$ cat src/hw/rtl/djbp_ram.sv
`timescale 1ns / 1ps
`default_nettype none
// ----------------------------------------------------------------------------
// djbp_ram
// Generic single-write, single-read RAM with a registered read port.
// ----------------------------------------------------------------------------
module djbp_ram #(
   parameter int WIDTH = 8,
   parameter int DEPTH = 16
) (
   input  wire logic                     clock,
   input  wire logic                     wr_en,
   input  wire logic [$clog2(DEPTH)-1:0] wr_addr,
   input  wire logic [WIDTH-1:0]         wr_data,
   input  wire logic                     rd_en,
   input  wire logic [$clog2(DEPTH)-1:0] rd_addr,
   output logic      [WIDTH-1:0]         rd_data
);

   logic [WIDTH-1:0] mem_ff [DEPTH];

   always_ff @(posedge clock) begin
      if (wr_en) begin
         mem_ff[wr_addr] <= wr_data;
      end
      if (rd_en) begin
         rd_data <= mem_ff[rd_addr];
      end
   end

endmodule : djbp_ram
`default_nettype wire

$ cat config.mk
export PLATFORM = sky130hd
export DESIGN_NAME = djbp_ram
export DESIGN_NICKNAME = d
export VERILOG_FILES = /design/src/hw/rtl/djbp_ram.sv
export SDC_FILE = /design/constraint.sdc
export NUM_CORES = 1
export LEC_CHECK = 0
export ABC_CLOCK_PERIOD_IN_PS = 3400
export BUFFER_PORTS_ARGS = -buffer_cell sky130_fd_sc_hd__buf_2
export CELL_PAD_IN_SITES_DETAIL_PLACEMENT = 1
export CELL_PAD_IN_SITES_GLOBAL_PLACEMENT = 1
export CORE_MARGIN = 4
export CORE_UTILIZATION = 57
export DETAILED_ROUTE_END_ITERATION = 16
export HOLD_SLACK_MARGIN = 0.12
export PLACE_DENSITY = 0.91
export RECOVER_POWER = 100
export SKIP_LAST_GASP = 1
export SLEW_MARGIN = 0
export SYNTH_ARGS = -nofsm -noshare
export SYNTH_HDL_FRONTEND = slang
export SYNTH_SLANG_ARGS = --single-unit
export TNS_END_PERCENT = 30
$ cat constraint.sdc
create_clock -name clock -period 3.4 [get_ports clock]
set_clock_uncertainty 0.1 [all_clocks]
set_input_delay 0.17 -clock clock [delete_from_list [all_inputs] [get_ports clock]]
set_output_delay 0.17 -clock clock [all_outputs]
set_load 0.005 [all_outputs]
==> out/metrics.yaml, run 1 <==
critical_path:
  worstSetupPathType: "input port to flip-flop"
  crit_fanout: 16
  cp-start-kind: "input port"
  r2r_end: "rd_data[4]"
  cp_data_required_time_ps: 3570
  r2r_setup_slack_ps: 1770
  rr_startpoint: "mem_ff[8][4]"
  worstPathArrival_ps: 2370
  endpoint_kind: "flip-flop"
  reg2regPathDepth: 3
timing:
  rsz0062_at_grt: "no"
  hold_ws_ps: 218
  max_freq_ghz: 0.455
  setup_tns_ps: 0
  hold_viol: 0
  setup_violations: 0
  finalCritPeriodShare_pct: 64.7
  worst_pin_slew_ps: 1220
  drv_slew: 0
  finalCriticalPeriod_ps: 2200
  slew-limit-headroom_pct: 18.9
clock_tree:
  worstSkewPairLatency_ps: 520
  cts_tree: "built"
  clock_sinks: 136
  ctsRootBufferMaster: "clkbuf_8"
  clockBufferDepth: 2
  numCtsBuffers: 17
  ctsHtreeMaxLevel: 4
  clk_pin_slew_worst_paths_ps: 60
placement:
  dp_hpwl_um: 7300
  place_area_um2: 5450
  numPortBuffers: 26
  gp_congestion: 0.765
  place_inst: 359
power:
  comb_power_share_pct: 4.8
  sw_frac_of_total_pct: 22.0
  power_density_nw_per_um2: 606
  p_seq_share_pct: 51.9
  p_int_w: 0.00286
  power_switching_w: 0.000807
  p_leak_nw: 1.96
  peakVddDrop_v: 0.000525
  p_clk_share_pct: 43.3
floorplanning:
  top_level_ports: 27
  die_x_um: 104
  die-height_um: 104
  die-area_um2: 10800
  core-area_um2: 8810
  rows: 34
  start_util_pct: 59.4
min_path:
  min_to: "mem_ff[7][3]"
  min_path_type: "input port to flip-flop"
  min_path_cells: 3
  hp-start: "wr_addr[2]"
global_route:
  grt_util_all_layers_pct: 22.8
  grt_pass1_wl_um: 17400
  grt_pass1_vias: 2769
  grt_max_degree: 33
  grt-ovfl-total: 0
  antenna_found_initial: 0
final_layout:
  n_antenna_cell: 0
  final_util_pct: 68.7
  drive_above_1_share_pct: 19.7
  synthToLayoutAreaGrowth_pct: 15.7
  postLayoutCellArea_um2: 6050
  final_cells: 403
  nets: 301
drt:
  postRouteWirelength_um: 11400
  dr.pass1.iters: 4
  drc: 0
  routed-via-count: 2564
  avgRoutedWirePerCell_um: 28.2
  via_per_inst: 6.36
  drt_iter0_drc: 279
  final_antenna_net_count: 0
yosys:
  netlist_instances: 229
  synth_warnings: 0
  synthesis.nets: 248
  ys_seq_area_share_pct: 78.1
  ys_ff_latch: 136
  synth_area_um2: 5230
  synth.avg_cell_area_um2: 22.8
  ys_types: 18
flow_run:
  maxCapViolations: 0
run_status:
  status: "complete, no violations"
==> how the worst max path moves through the flow <==
stage / startpoint / slack, ps / to
finish: rd_addr[0] / 1200 / rd_data[0]
global route: rd_addr[0] / 1010 / rd_data[0]
CTS: wr_addr[0] / 1580 / mem_ff[10][7]
detailed placement: rd_addr[0] / 1160 / rd_data[0]
global placement: rd_addr[0] / 1220 / rd_data[0]
floorplan: wr_addr[2] / 1640 / mem_ff[0][0]
==> cell type report <==
type | instances | area [um^2]
repair buffers | 44 | 258
fillers | 683 | 2760
flip-flops and latches | 136 | 4080
clock inverters | 14 | 98.8
multi-input cells | 83 | 1060
well taps | 108 | 135
clock buffers | 18 | 418
==> per-stage QoR <==
| step | total power, W | setup slack (ps) |
|---|---|---|
| finish | 0.00366 | 1200 |
| global placement | 0.00209 | 1220 |
| detailed placement | 0.00211 | 1160 |
| floorplan | 0.00203 | 1640 |
| CTS | 0.00368 | 1580 |
| global route | 0.00379 | 1010 |
==> power groups by stage <==
stage	clock [W]	combinational, W	sequential [W]
finish	0.00158	0.000176	0.00190
global route	0.00169	0.000191	0.00190
CTS	0.00160	0.000181	0.00190
detailed placement	0	0.000170	0.00194
global placement	0	0.000161	0.00193
floorplan	0	0.0000953	0.00193
==> layer usage <==
layer / share of wire [%] / global-route usage, %
met1: 42 / 31.5
met2: 51 / 36.9
met3: 6.1 / 5.29
met4: 1.3 / 6.55
met5: 0 / 0
==> placed cells by master (no fill, tap or decap), types with 4 or more instances in the layout <==
cell type,count
edfxtp_1,136
nand2_1,9
nor2_1,13
clkbuf_1,23
a22oi_1,16
nor3_1,4
clkbuf_16,16
dlygate4sd3_1,12
clkinvlp_4,5
mux4_1,14
buf_2,8
inv_6,4
mux4_2,18
==> flip-flops by register name (all words and copies together), names as in the netlist <==
name / flops
mem_ff: 128
rd_data: 8
==> Yosys cell counts <==
cell,instances,share of area [%]
and2b_1,1,0.14
or3b_2,1,0.17
nor2b_1,1,0.12
and2_1,1,0.12
a22oi_1,16,2.3
nand3_1,1,0.096
nor2_1,13,0.93
edfxtp_1,136,78
buf_4,1,0.14
clkdlybuf4s25_2,3,0.57
mux4_1,14,7.0
nand3b_1,2,0.29
buf_2,3,0.29
nand2b_1,2,0.24
buf_6,3,0.65
nand2_1,9,0.65
nor3_1,4,0.38
mux4_2,18,7.8
==> critical path: stages <==
cell and delay [ps]:
clkbuf_1 870, buf_4 380, mux4_1 650, a22oi_1 210, nand2_1 80
==> logic make-up after synthesis <==
group | Yosys count | share of synthesized area (%)
and+or+nand+nor | 35 | 3.14
muxes | 32 | 14.8
buffers and inverters | 10 | 1.65
DFF | 136 | 78.1
AOI/OAI and AO/OA | 16 | 2.30
==> repair_timing <==
item	4_1_cts	5_1_grt
hold endpoints to repair	167	0
resized for setup	0	0
hold buffers	12	0
buffers inserted	0	0
Note: power is estimated with default switching activity, not from simulation.
==> inputs of run 2 (changes only) <==
- ABC_CLOCK_PERIOD_IN_PS: 3400 -> 2240
- CORE_UTILIZATION: 57 -> 53
- PLACE_DENSITY: 0.91 -> 0.86
- clock period: 3.4 -> 2.24 ns (I/O delays scaled with it)
==> out/metrics.yaml, run 2 (synthesis results as in run 1) <==
run_status:
  status: "complete, no violations"  # unchanged
timing:
  drv_slew: 0  # unchanged
  finalCritPeriodShare_pct: 88.9
  setup_tns_ps: 0  # unchanged
  setup_violations: 0  # unchanged
  hold_viol: 0  # unchanged
  rsz0062_at_grt: "no"  # unchanged
  finalCriticalPeriod_ps: 1990
  slew-limit-headroom_pct: 39.0  # was 18.9%
  worst_pin_slew_ps: 915  # was 1220 ps
  max_freq_ghz: 0.502
critical_path:
  cp-start-kind: "input port"  # unchanged
  cp_slowest_cell: "dlygate4sd3_1"  # was clkbuf_1
  worstPathArrival_ps: 2040  # was 2370 ps
  critical-path-top-delay-family: "buffers and inverters"  # unchanged
  r2r_end: "rd_data[7]"  # was rd_data[4]
  endpoint_kind: "flip-flop"  # unchanged
  reg2regPathDepth: 3  # unchanged
  worstSetupPathType: "input port to flip-flop"  # unchanged
  slowest_delay_ps: 550  # was 870 ps
  cp_data_required_time_ps: 2290  # was 3570 ps
  path_cells: "dlygate4sd3_1 -> clkbuf_1 -> or3b_2 -> nor3_1 -> clkbuf_1"  # was clkbuf_1 -> buf_4 -> mux4_1 -> a22oi_1 -> nand2_1
  r2r_setup_slack_ps: 610  # was 1770 ps
  cp_num_buf_inv: 3  # was 2
  rr_startpoint: "mem_ff[9][7]"  # was mem_ff[8][4]
  crit_fanout: 8  # was 16
  crit_top_cell: "clkbuf_1"
power:
  p_leak_nw: 2.05  # was 1.96 nW
  peakVddDrop_v: 0.000529  # was 0.000525 V
  total_power_w: 0.00584  # was 0.00366 W
  power_density_nw_per_um2: 934  # was 606 nW/um^2
final_layout:
  largest_reg_flops: 128  # unchanged
  nets: 319  # was 301
  n_fill_cell: 756  # was 683
  reg_top3: "mem_ff: 128 flops, rd_data: 8 flops"  # unchanged
  drive_above_1_share_pct: 20.8  # was 19.7%
  regMostFlops: "mem_ff"  # unchanged
  layout_commonest_cell: "edfxtp_1"  # unchanged
  n_antenna_cell: 0  # unchanged
  register_area_um2: 4080  # unchanged
  multi_input_area_um2: 1060  # unchanged
  layout_common_cells: "edfxtp_1, clkbuf_1, mux4_2, a22oi_1, clkbuf_16"  # unchanged
  synthToLayoutAreaGrowth_pct: 19.6  # was 15.7%
placement:
  dp_hpwl_um: 7370  # was 7300 um
  numPortBuffers: 26  # unchanged
  gp_congestion: 0.750  # was 0.765
drt:
  wl_met3_um: 593  # was 689 um
  routed.top_layer: "met4"  # unchanged
  drt_iter0_drc: 296  # was 279
  routed-via-count: 2631  # was 2564
  routed-wl-met2_um: 6070  # was 5740 um
  avgRoutedWirePerCell_um: 26.9  # was 28.2 um
  m1WireLength_um: 5120  # was 4790 um
  drc: 0  # unchanged
  final_antenna_net_count: 0  # unchanged
  via_per_inst: 5.95  # was 6.36
  dr.pass1.iters: 6  # was 4
  postRouteWirelength_um: 11900  # was 11400 um
global_route:
  grt-ovfl-total: 0  # unchanged
  grt_pass1_vias: 2869  # was 2769
  grt_pass1_wl_um: 18100  # was 17400 um
  grt_util_all_layers_pct: 23.1  # was 22.8%
  antenna_found_initial: 0  # unchanged
  grt_max_degree: 26  # was 33
clock_tree:
  worstSkewPairLatency_ps: 520  # about the same
  clk_pin_slew_worst_paths_ps: 60  # about the same
  cts_tree: "built"  # unchanged
  numCtsBuffers: 17  # unchanged
  cts_hold_buf: 15  # was 12
  cts_resized: 0  # unchanged
  ctsRootBufferMaster: "clkbuf_8"  # unchanged
  ctsHtreeMaxLevel: 4  # unchanged
  clockBufferDepth: 2  # unchanged
  clock_sinks: 136  # unchanged
  post_cts_buffers: 0  # unchanged
flow_run:
  maxCapViolations: 0  # unchanged
floorplanning:
  die-area_um2: 11500  # was 10800 um^2
  core-area_um2: 9420  # was 8810 um^2
  die_x_um: 107  # was 104 um
  top_level_ports: 27  # unchanged
  start_util_pct: 55.5  # was 59.4%
  rows: 35  # was 34
  die-height_um: 107  # was 104 um
min_path:
  min_path_cells: 4  # was 3
  min_to: "rd_data[1]"  # was mem_ff[7][3]
  min_path_type: "input port to flip-flop"  # unchanged
  hp-start: "rd_addr[1]"  # was wr_addr[2]
[run 2: cell types whose count changed in the layout (fill, tap and decap cells not counted), moves of 2 or more]
cell	change
bufinv_16	+2
clkinvlp_4	-2
clkbuf_1	+9
buf_2	+3
dlygate4sd3_1	+3
buf_12	+2
[run 2: final cells by class]
class                      count  share of cell area [%]
timing repair buffer          62                    6.10
clock buffer                  18                    6.69
multi-input combinational     83                    16.9
sequential                   136                    65.3
clock inverter                14                    2.38
tap                          129                    2.58
[run 2: worst max-delay path by stage]
stage | from | end | slack, ps | depth (start not counted)
3_3_place_gp | rd_addr[0] | rd_data[1] | 320 | 5
4_1_cts | wr_addr[3] | mem_ff[4][7] | 500 | 6
3_5_place_dp | rd_addr[0] | rd_data[1] | 280 | 5
5_1_grt | wr_addr[2] | mem_ff[0][4] | 200 | 5
2_1_floorplan | wr_addr[2] | mem_ff[0][0] | 540 | 2
6_report | wr_addr[3] | mem_ff[0][5] | 250 | 5
[run 2: metal layers]
| metal | GRT usage, % | up-vias |
|---|---|---|
| met5 | 0 | - |
| met4 | 5.94 | 0 |
| met3 | 6.90 | 10 |
| met2 | 36.2 | 88 |
| met1 | 32.1 | 1407 |
| li1 | - | 1126 |
[run 2: report_power, final]
| group | leakage (nW) | internal, W | switching, W | total, W |
|---|---|---|---|---|
| Combinational | 0.548 | 0.000121 | 0.000162 | 0.000283 |
| Sequential | 1.24 | 0.00287 | 0.0000189 | 0.00289 |
| Clock | 0.270 | 0.00159 | 0.00107 | 0.00266 |
[run 2: through the flow]
stage	std cells	utilization (%)	setup WS, ps	instance area (um^2)	hold WS (ps)
after CTS	442	67.3	500	6330	130
after global placement	395	59.6	321	5620	386
final	442	66.4	248	6250	163
after floorplan	229	-	535	5230	111
after detailed placement	395	59.6	276	5620	388
after global routing	442	66.4	195	6250	152
[run 2: worst min-delay path, delay by kind of cell]
family,cells,cell delay (ps)
AO/OA/AOI/OAI,1,60
AND/OR/NAND/NOR,1,60
buffers and inverters,1,180
multiplexers,1,260
==> inputs of run 3 (changes only) <==
- ABC_AREA: unset -> 1
- CORE_UTILIZATION: 53 -> 49
- PLACE_DENSITY: 0.86 -> 0.87
==> out/metrics.yaml, run 3 <==
floorplanning:
  start_util_pct: 50.6  # was 55.5%
  die_x_um: 117  # was 107 um
  rows: 39  # was 35
  core-area_um2: 11600  # was 9420 um^2
  die-area_um2: 13700  # was 11500 um^2
  top_level_ports: 27  # unchanged
  die-height_um: 117  # was 107 um
final_layout:
  n_fill_cell: 1218  # was 756
  nets: 611  # was 319
  synthToLayoutAreaGrowth_pct: 15.3  # was 19.6%
  layout_common_cells: "nand2_1, edfxtp_1, inv_1, nand3_1, clkbuf_1"  # was edfxtp_1, clkbuf_1, mux4_2, a22oi_1, clkbuf_16
  regMostFlops: "mem_ff"  # unchanged
  register_area_um2: 4080  # unchanged
  layout_commonest_cell: "nand2_1"  # was edfxtp_1
  n_antenna_cell: 0  # unchanged
  largest_reg_flops: 128  # unchanged
  reg_top3: "mem_ff: 128 flops, rd_data: 8 flops"  # unchanged
  postLayoutCellArea_um2: 6740  # was 6250 um^2
  multi_input_area_um2: 1210  # was 1060 um^2
  drive_above_1_share_pct: 6.62  # was 20.8%
yosys:
  synthesis.nets: 570  # was 248
  ys_ff_latch: 136  # unchanged
  async_flop_share_pct: 0  # unchanged
  ys_types: 11  # was 18
  yosys.area.top_type_share_pct: 69.8  # was 78.1%
  ys_seq_area_share_pct: 69.8  # was 78.1%
  synth.most_common_cell: "nand2_1"  # was edfxtp_1
  synth_warnings: 0  # unchanged
  netlist_instances: 551  # was 229
  synth.avg_cell_area_um2: 10.6  # was 22.8 um^2
  synthFlopType: "edfxtp_1"  # unchanged
  synth_edf_count: 136  # unchanged
  yosysTopAreaCell: "edfxtp_1"  # unchanged
  synth_area_um2: 5850  # was 5230 um^2
  synth_area_leaders: "edfxtp_1, nand2_1, nand3_1, inv_1, buf_6"  # was edfxtp_1, mux4_2, mux4_1, a22oi_1, nor2_1
  synth_common_cells: "nand2_1, edfxtp_1, inv_1"  # was edfxtp_1, mux4_2, a22oi_1
critical_path:
  worstSetupPathType: "flip-flop to flip-flop"  # was input port to flip-flop
  cp_slowest_cell: "edfxtp_1"  # was dlygate4sd3_1
  worstPathArrival_ps: 1490  # was 2040 ps
  cp-start-kind: "flip-flop"  # was input port
  crit_fanout: 1  # was 8
  crit_top_cell: "nand2_1"  # was clkbuf_1
  endpoint_kind: "flip-flop"  # unchanged
  path_cells: "nand2_1 -> nand2_1 -> nand2_1 -> nand3_1 -> nand3_1 -> nand2_1"  # was dlygate4sd3_1 -> clkbuf_1 -> or3b_2 -> nor3_1 -> clkbuf_1
  cp_data_required_time_ps: 2300  # was 2290 ps
  slowest_delay_ps: 410  # was 550 ps
timing:
  setup_slack_ps: 811  # was 248 ps
  drv_slew: 0  # unchanged
  rsz0062_at_grt: "no"  # unchanged
  hold_viol: 0  # unchanged
  setup_tns_ps: 0  # unchanged
  finalCriticalPeriod_ps: 1430  # was 1990 ps
  hold_ws_ps: 240  # was 163 ps
  max_freq_ghz: 0.700  # was 0.502 GHz
  finalCritPeriodShare_pct: 63.8  # was 88.9%
  slew-limit-headroom_pct: 35.7  # was 39.0%
  setup_violations: 0  # unchanged
  worst_pin_slew_ps: 964  # was 915 ps
flow_run:
  maxCapViolations: 0  # unchanged
global_route:
  grt_pass1_vias: 4518  # was 2869
  grt-ovfl-total: 0  # unchanged
  grt_pass1_wl_um: 26400  # was 18100 um
  grt_util_all_layers_pct: 27.0  # was 23.1%
  grt_max_degree: 65  # was 26
  antenna_found_initial: 0  # unchanged
drt:
  drc: 0  # unchanged
  via_per_inst: 5.61  # was 5.95
  dr.pass1.iters: 5  # was 6
  postRouteWirelength_um: 16900  # was 11900 um
  drt_iter0_drc: 415  # was 296
  final_antenna_net_count: 0  # unchanged
  avgRoutedWirePerCell_um: 22.6  # was 26.9 um
  routed-via-count: 4193  # was 2631
power:
  p_int_w: 0.00481  # was 0.00458 W
  p_seq_share_pct: 46.8  # was 49.5%
  comb_power_share_pct: 6.1  # was 4.8%
  p_leak_nw: 2.84  # was 2.05 nW
  power_density_nw_per_um2: 915  # was 934 nW/um^2
  sw_frac_of_total_pct: 22.0  # was 21.5%
  p_clk_share_pct: 47.0  # was 45.7%
  power_switching_w: 0.00135  # was 0.00125 W
  peakVddDrop_v: 0.000618  # was 0.000529 V
placement:
  dp_hpwl_um: 9160  # was 7370 um
  gp_congestion: 0.821  # was 0.750
  numPortBuffers: 26  # unchanged
  place_ws_ps: 559  # was 276 ps
  place_area_um2: 6090  # was 5620 um^2
clock_tree:
  ctsHtreeMaxLevel: 4  # unchanged
  worstSkewPairLatency_ps: 420  # was 520 ps
  clk_pin_slew_worst_paths_ps: 60  # about the same
  clock_sinks: 136  # unchanged
  clockBufferDepth: 2  # unchanged
  numCtsBuffers: 17  # unchanged
  cts_tree: "built"  # unchanged
  ctsRootBufferMaster: "clkbuf_16"  # was clkbuf_8
run_status:
  status: "complete, no violations"  # unchanged
min_path:
  min_path_type: "input port to flip-flop"  # unchanged
[run 3: cell types whose count changed after synthesis, sizes merged, moves of 16 or more]
cell,delta
nand2,+164
mux4,-32
buf,+17
a22oi,-16
inv,+102
nand3,+96
[run 3: worst max-delay path: cells and delay by family, from the launching register on]
family | cells | cell delay (ps)
and+or+nand+nor | 6 | 660
DFF | 1 | 410
[run 3: cells by family after synthesis]
family	after synthesis	synth area share, %
and+or+nand+nor	289	20.8
DFF	136	69.8
buffers and inverters	126	9.39
[run 3: stage by stage]
stage / utilization [%] / std cells / total power [W]
floorplan: - / 551 / 0.00314
global placement: 52.7 / 706 / 0.00326
detailed placement: 52.7 / 706 / 0.00329
CTS: 58.6 / 747 / 0.00618
global route: 58.3 / 747 / 0.00634
finish: 58.3 / 747 / 0.00616
[run 3: final timing paths]
check,startpoint,end,slack [ps],cells after the start
worst min register to register,mem_ff[7][3],rd_data[3],700,6
worst min-delay path,rd_addr[2],rd_data[3],240,5
worst max register to register,mem_ff[11][7],rd_data[7],810,6
worst max-delay path,mem_ff[11][7],rd_data[7],810,6
[run 3: layout make-up]
class	instances	share of cell area [%]
Clock buffer	20	6.48
Inverter	102	5.68
Clock inverter	11	2.30
Sequential cell	136	60.6
Timing Repair Buffer	46	4.27
Tap cell	143	2.66
Multi-Input combinational cell	289	18.0
[run 3: timing repair]
action	4_1_cts	5_1_grt
hold buffers	10	0
hold endpoints to repair	140	0
gates resized for setup	0	0
setup buffers	0	0
[run 3: routing by layer]
metal	up-vias	part of all wire [%]	GRT usage, %
li1	1871	-	-
met1	2073	39	34.4
met2	202	51	44.8
met3	47	6.5	5.81
met4	0	3.4	11.9
met5	-	0	0
[run 3: power by group through the flow]
stage | combinational, W | sequential [W] | clock (W)
final | 0.000379 | 0.00289 | 0.00290
after global routing | 0.000416 | 0.00289 | 0.00303
after CTS | 0.000382 | 0.00289 | 0.00291
after detailed placement | 0.000354 | 0.00294 | 0
after global placement | 0.000330 | 0.00293 | 0
after floorplan | 0.000201 | 0.00293 | 0
